File: src/rtl/core/nst_pkg.sv
package nst_pkg;

  localparam logic [1:0] CMD_HELLO     = 2'd0;
  localparam logic [1:0] CMD_HEARTBEAT = 2'd1;
  localparam logic [1:0] CMD_REPORT    = 2'd2;

  localparam logic [1:0] ST_UPDATED   = 2'd0;
  localparam logic [1:0] ST_SATURATED = 2'd1;
  localparam logic [1:0] ST_FULL      = 2'd2;
  localparam logic [1:0] ST_ZERO_ADDR = 2'd3;

  localparam logic [15:0] COUNT_MAX  = 16'hffff;
  localparam logic [6:0]  HOPS_RESET = 7'd127;

  typedef struct packed {
    logic [1:0]  command;
    logic [15:0] address;
    logic [63:0] node_name;
    logic [6:0]  hop_count;
  } in_item_t;

  typedef struct packed {
    logic [1:0]  status;
    logic [6:0]  slot_index;
    logic [7:0]  node_count;
    logic [1:0]  rank;
    logic [15:0] entry_address;
    logic [63:0] entry_name;
    logic [15:0] entry_hello_count;
    logic        entry_valid;
    logic        last;
  } out_item_t;

  typedef struct packed {
    logic [15:0] address;
    logic [63:0] name;
    logic [6:0]  hop_lo;
    logic [6:0]  hop_hi;
    logic [15:0] hellos;
    logic [15:0] beats;
  } row_t;

  typedef struct packed {
    logic load;
    logic scan;
    logic write;
    logic rank_read;
    logic rank_emit;
  } ctrl_cmd_t;

  typedef struct packed {
    logic scan_done;
    logic out_free;
    logic top_empty;
    logic emit_last;
  } dp_stat_t;

  // bytes from the first zero byte on are cleared
  function automatic logic [63:0] clip_name(input logic [63:0] n);
    logic [63:0] r;
    logic        stop;
    r = '0;
    stop = 1'b0;
    for (int b = 0; b < 8; b++) begin
      if (n[8*b +: 8] == 8'd0) stop = 1'b1;
      if (!stop) r[8*b +: 8] = n[8*b +: 8];
    end
    return r;
  endfunction

endpackage

File: src/rtl/core/nst_ctrl.sv
module nst_ctrl (
  input  logic              clk,
  input  logic              rst,
  input  logic              req_valid,
  input  nst_pkg::in_item_t req,
  output logic              req_stall,
  input  nst_pkg::dp_stat_t st,
  output nst_pkg::ctrl_cmd_t cmd
);
  import nst_pkg::*;

  localparam logic [2:0] S_IDLE  = 3'd0;
  localparam logic [2:0] S_SCAN  = 3'd1;
  localparam logic [2:0] S_WRITE = 3'd2;
  localparam logic [2:0] S_RREAD = 3'd3;
  localparam logic [2:0] S_REMIT = 3'd4;

  logic [2:0] state, state_next;
  logic       report, report_next;

  assign req_stall = (state != S_IDLE);

  always_comb begin
    state_next  = state;
    report_next = report;
    cmd         = '0;
    case (state)
      S_IDLE: begin
        cmd.load = req_valid;
        if (req_valid) begin
          case (req.command)
            CMD_HELLO, CMD_HEARTBEAT: begin
              report_next = 1'b0;
              state_next  = (req.address == 16'd0) ? S_WRITE : S_SCAN;
            end
            CMD_REPORT: begin
              report_next = 1'b1;
              state_next  = S_SCAN;
            end
            default: state_next = S_IDLE;
          endcase
        end
      end
      S_SCAN: begin
        cmd.scan = 1'b1;
        if (st.scan_done) state_next = report ? S_RREAD : S_WRITE;
      end
      S_WRITE: begin
        cmd.write = 1'b1;
        if (st.out_free) state_next = S_IDLE;
      end
      S_RREAD: begin
        cmd.rank_read = !st.top_empty;
        state_next    = S_REMIT;
      end
      S_REMIT: begin
        cmd.rank_emit = 1'b1;
        if (st.out_free) state_next = st.emit_last ? S_IDLE : S_RREAD;
      end
      default: state_next = S_IDLE;
    endcase
  end

  always_ff @(posedge clk) begin
    if (rst) begin
      state  <= S_IDLE;
      report <= 1'b0;
    end else begin
      state  <= state_next;
      report <= report_next;
    end
  end

endmodule

File: config.mk
export PLATFORM = sky130hd
export DESIGN_NAME = nst_ctrl
export DESIGN_NICKNAME = d
export VERILOG_FILES = /design/src/rtl/core/nst_pkg.sv /design/src/rtl/core/nst_ctrl.sv
export SDC_FILE = /design/constraint.sdc
export NUM_CORES = 1
export LEC_CHECK = 0
export BUFFER_PORTS_ARGS = -buffer_cell sky130_fd_sc_hd__buf_2
export CAP_MARGIN = 20
export CORE_AREA = 2 2 45 47
export DETAILED_ROUTE_END_ITERATION = 12
export DIE_AREA = 0 0 47 49
export PLACE_DENSITY = 0.79
export SYNTH_ARGS = -nofsm -noshare
export SYNTH_HDL_FRONTEND = slang
export SYNTH_SLANG_ARGS = --single-unit
export TNS_END_PERCENT = 20
File: constraint.sdc
create_clock -name clk -period 2.3 [get_ports clk]
set_clock_uncertainty 0.1 [all_clocks]
set_input_delay 0.46 -clock clk [delete_from_list [all_inputs] [get_ports clk]]
set_output_delay 0.46 -clock clk [all_outputs]
set_load 0.1 [all_outputs]
# Word level (Yosys, flattened, before mapping)
# Index checks and enable logic that the tools add are counted.
totals:
  in_bits: 96
  word_cells: 36
  regBits: 4
  ramBits: 0
  output_inout_bits: 6
  latchBits: 0
  mem_count: 0
  rom_bits: 0
op_classes:
  multipliers: 0
  shifts: 0
  div_mod_pow: 0
  bitwise: 0
  eq_ne: 10
  n_addsub: 0
  magnitude_cmp: 0
  mux: 15
  n_reduce_logical: 9
ops:
  columns: ["operator", "n"]
  rows:
  - ["logical NOT 16 bit", 1]
  - ["case mux 3 bit (5 select lines)", 1]
  - ["2-to-1 mux 3 bit", 4]
  - ["inequality test 2 bit, second input constant", 4]
  - ["equality test 3 x 2 -> 1 bit, second input constant", 2]
  - ["2-to-1 mux 1 bit", 6]
  - ["2-to-1 mux 2 bit", 2]
  - ["case mux 2 bit (2 select lines)", 1]
  - ["AND reduction 4 bit", 1]
  - ["equality test 3 x 1 -> 1 bit, second input constant", 1]
  - ["equality test 3 bit, second input constant", 1]
  - ["logical NOT 3 bit", 1]
  - ["AND reduction 3 bit", 1]
  - ["nonzero test 3 bit", 1]
  - ["equality test 2 x 1 -> 1 bit, second input constant", 1]
  - ["equality test 2 bit, second input constant", 1]
  - ["logical NOT 2 bit", 1]
  - ["case mux 1 bit (2 select lines)", 1]
  - ["nonzero test 2 bit", 1]
  - ["OR reduction 2 bit", 1]
  - ["logical NOT 1 bit", 1]

# Logic depth before layout (Yosys ltp)
depth:
  word_depth: 5
  ltp_mapped: 6
  mapped_depth_nobuf: 5

# Least setup slack after synthesis
# OpenSTA, ideal clock, no wires.
synth_timing:
  path_type: "register to output"
  startpoint: "reg state[1]"
  endpoint: "out cmd[0] in the netlist's numbering"
  n_path_buf: 1
  path_stages_with_launch: 3
  arrival_time_ns: 2.714
  required_time_ns: 1.740
  slack_ns: -0.974
  cell_sequence: "dfxtp_1 buf_2 nor3b_1"
synth_lines:
  columns: ["element", "line", "rtl"]
  rows:
  - ["start: declaration", "nst_ctrl.sv:18", "logic [2:0] state, state_next;"]
  - ["start signal: assignment", "nst_ctrl.sv:69", "state <= state_next;"]
  - ["end: declaration", "nst_ctrl.sv:8", "output nst_pkg::ctrl_cmd_t cmd"]

==> run metrics <==
outcome complete, no violations; Required @ worst endpoint between 1500 and 2000 ps; Final Critical Period 2110 ps; Leak between 0.2 and 0.3 nW; Synth Cell Area 327 um^2; Root Buffer clkbuf_4; cells along the critical path nor3_1 -> nand2_1 -> inv_1 -> buf_2; drc violations 0; Worst Hold Margin about 310 ps; sw frac 0.447; Worst-Margin Slew ~500 ps; cell area power density 595 mW/mm^2; Cells after Synth 44; Inserted Clock Buffers 3; Slowest cell on crit path buf_2; Worst Setup End Kind output pin; CP Launch Type register; via count about 440; Min-Delay Path Class primary input to register; post-synth top area cell dfxtp_1; pre-CTS setup slack 418 ps; detailed-placement wirelength estimate about 850 um; fin crit share 0.919; max cap viols 0; Via-to-Cell Ratio 4.27; Area contributors post-synth dfxtp_1 (25%), a21oi_1 (9.2%), nor2_1 (6.9%), nor3_1 (6.1%), nand2b_1 (5.7%); Top delay family on crit path buffers and inverters; Core ar. roughly 0.0018 mm^2; # IOs 102; crit path max fanout 10; Highest Signal Layer met3; drt pass-1 iters 4; internal power roughly 170 uW; WL met3 approximately 90 um; vias in the first global route 421; worst skew pair latency approximately 230 ps; Diodes inserted 0; NetSw around 140 uW; starting density of the core 0.177; Buf+Inv Stages, Crit Path 2; Final setup viols 0; DR WL/cell ~9.5 um; post-route setup slack between 150 and 200 ps; H-tree depth 1; Max rail drop VDD about 190 uV; met2 WL post-DR between 400 and 500 um; global-route wire length before repair between 1000 and 1500 um; CTS tree done; FP Rows 16; largest net degree at the start of global routing 11; Seq pwr share 0.273; Core Util, Final 0.283; RSZ-0062 raised after global routing no; initial antenna violation count 0; RePlAce Congestion 0.704; Setup Buffers After CTS 0; top cell type's share of synthesized area 0.245; Achievable Freq between 400 and 500 MHz; Avg Synthesized Cell Area roughly 7.4 um^2; # clock sinks 4; DRT Wirelength between 900 and 1000 um; CTS clk-pin slew, worst paths about 40 ps; layout cell share with drive strength beyond 1 0.480; pins over their slew limit 0; nets 173; Worst EP arrival about 1600 ps; count of different cell masters after synthesis 21; full die area 0.00230 mm^2; area growth from synthesis to layout 59.8%; Post-CTS Resized 0; Yosys warning count 0; Total Routing Usage GR 0.0868; Clock Power Share 0.274; Largest stage delay, worst path slightly above 400 ps; DRT iter0 DRCs 22; Final ANT Viol Nets 0; sequential area share after synthesis 0.245; # port buffers 30; Die X-Extent 47 um; Rel. slew slack 0.678; Die Span Y 49 um; combinational fraction of design power 0.452; met1 wire length 438 um; Crit Path Class register to output pin; total grt overflow 0; Post-CTS Hold Buffers 0; Syn Nets 140; Bufs on Longest Clock Path 2; Hold Fails Final Rpt 0; synthesized flop and latch total 4
[cells in the final DEF, fill, tap and decap left out]
cell and count:
o211ai_1 1, nor3_1 4, nor3b_2 1, a21oi_1 6, mux2i_1 1, or3b_1 1
nand2_1 1, nand4_1 1, nor4_1 3, inv_1 3, o221a_2 1, or3_1 1
o311a_1 1, or2_1 1, buf_2 30, nand2b_1 3, clkbuf_4 3, nand3b_1 2
dfxtp_1 4, nor2_1 6, o32ai_2 1
[path summary, 6_finish.rpt]
path | start | endpoint | slack [ps] | cells after the start
max | state[1] | cmd[4] | 190 | 4
max reg2reg | state[1] | state[1] | 910 | 4
min reg2reg | report | report | 440 | 1
min | rst | state[0] | 310 | 2
[metal layers]
metal	vias to the layer above	global-route usage
met1	183	0.114
li1	226	-
met4	0	0.0694
met5	-	0
met2	27	0.128
met3	0	0
[cell families (layout without fill, tap and decap cells)]
group | Yosys count | count (layout) | synth area share
simple gates | 24 | 24 | 0.410
compound gates | 10 | 10 | 0.230
mux | 1 | 1 | 0.0307
buf+inv | 5 | 36 | 0.0843
flops | 4 | 4 | 0.245
[power groups by stage]
stage,Combinational (mW),Clock [mW],Sequential [mW]
2_1_floorplan,0.117,0,0.0778
3_3_place_gp,0.139,0,0.0854
3_5_place_dp,0.141,0,0.0860
4_1_cts,0.141,0.0912,0.0849
5_1_grt,0.150,0.0921,0.0862
6_report,0.140,0.0852,0.0849
[cells in the mapped netlist]
cell type,number
or2_1,1
nor2_1,6
o32ai_2,1
buf_2,1
inv_1,3
buf_6,1
nor4_1,3
nand4_1,1
or3b_1,1
o211ai_1,1
o311a_1,1
nand3b_1,2
nor3_1,4
nand2_1,1
a21oi_1,6
o221a_2,1
or3_1,1
dfxtp_1,4
nor3b_1,1
mux2i_1,1
nand2b_1,3
[registers in the layout (all words and copies together) (netlist names)]
register / count
state: 3
report: 1
[per-stage QoR]
step / power [mW] / cells / TNS [ps] / instance area (um^2)
after detailed placement: 0.227 / 99 / 0 / 499
after floorplan: 0.194 / 44 / -212 / 332
after global placement: 0.224 / 99 / 0 / 499
after global routing: 0.329 / 102 / 0 / 522
after CTS: 0.317 / 102 / 0 / 522
final: 0.311 / 102 / 0 / 522
[cell type report]
class / count / area, um^2
fill: 228 / 1320
multi-input combinational: 35 / 224
timing repair buffer: 30 / 150
sequential: 4 / 80.1
tap: 27 / 33.8
clock buffer: 3 / 22.5
inverter: 3 / 11.3
Power figures use the tool's default switching activity.
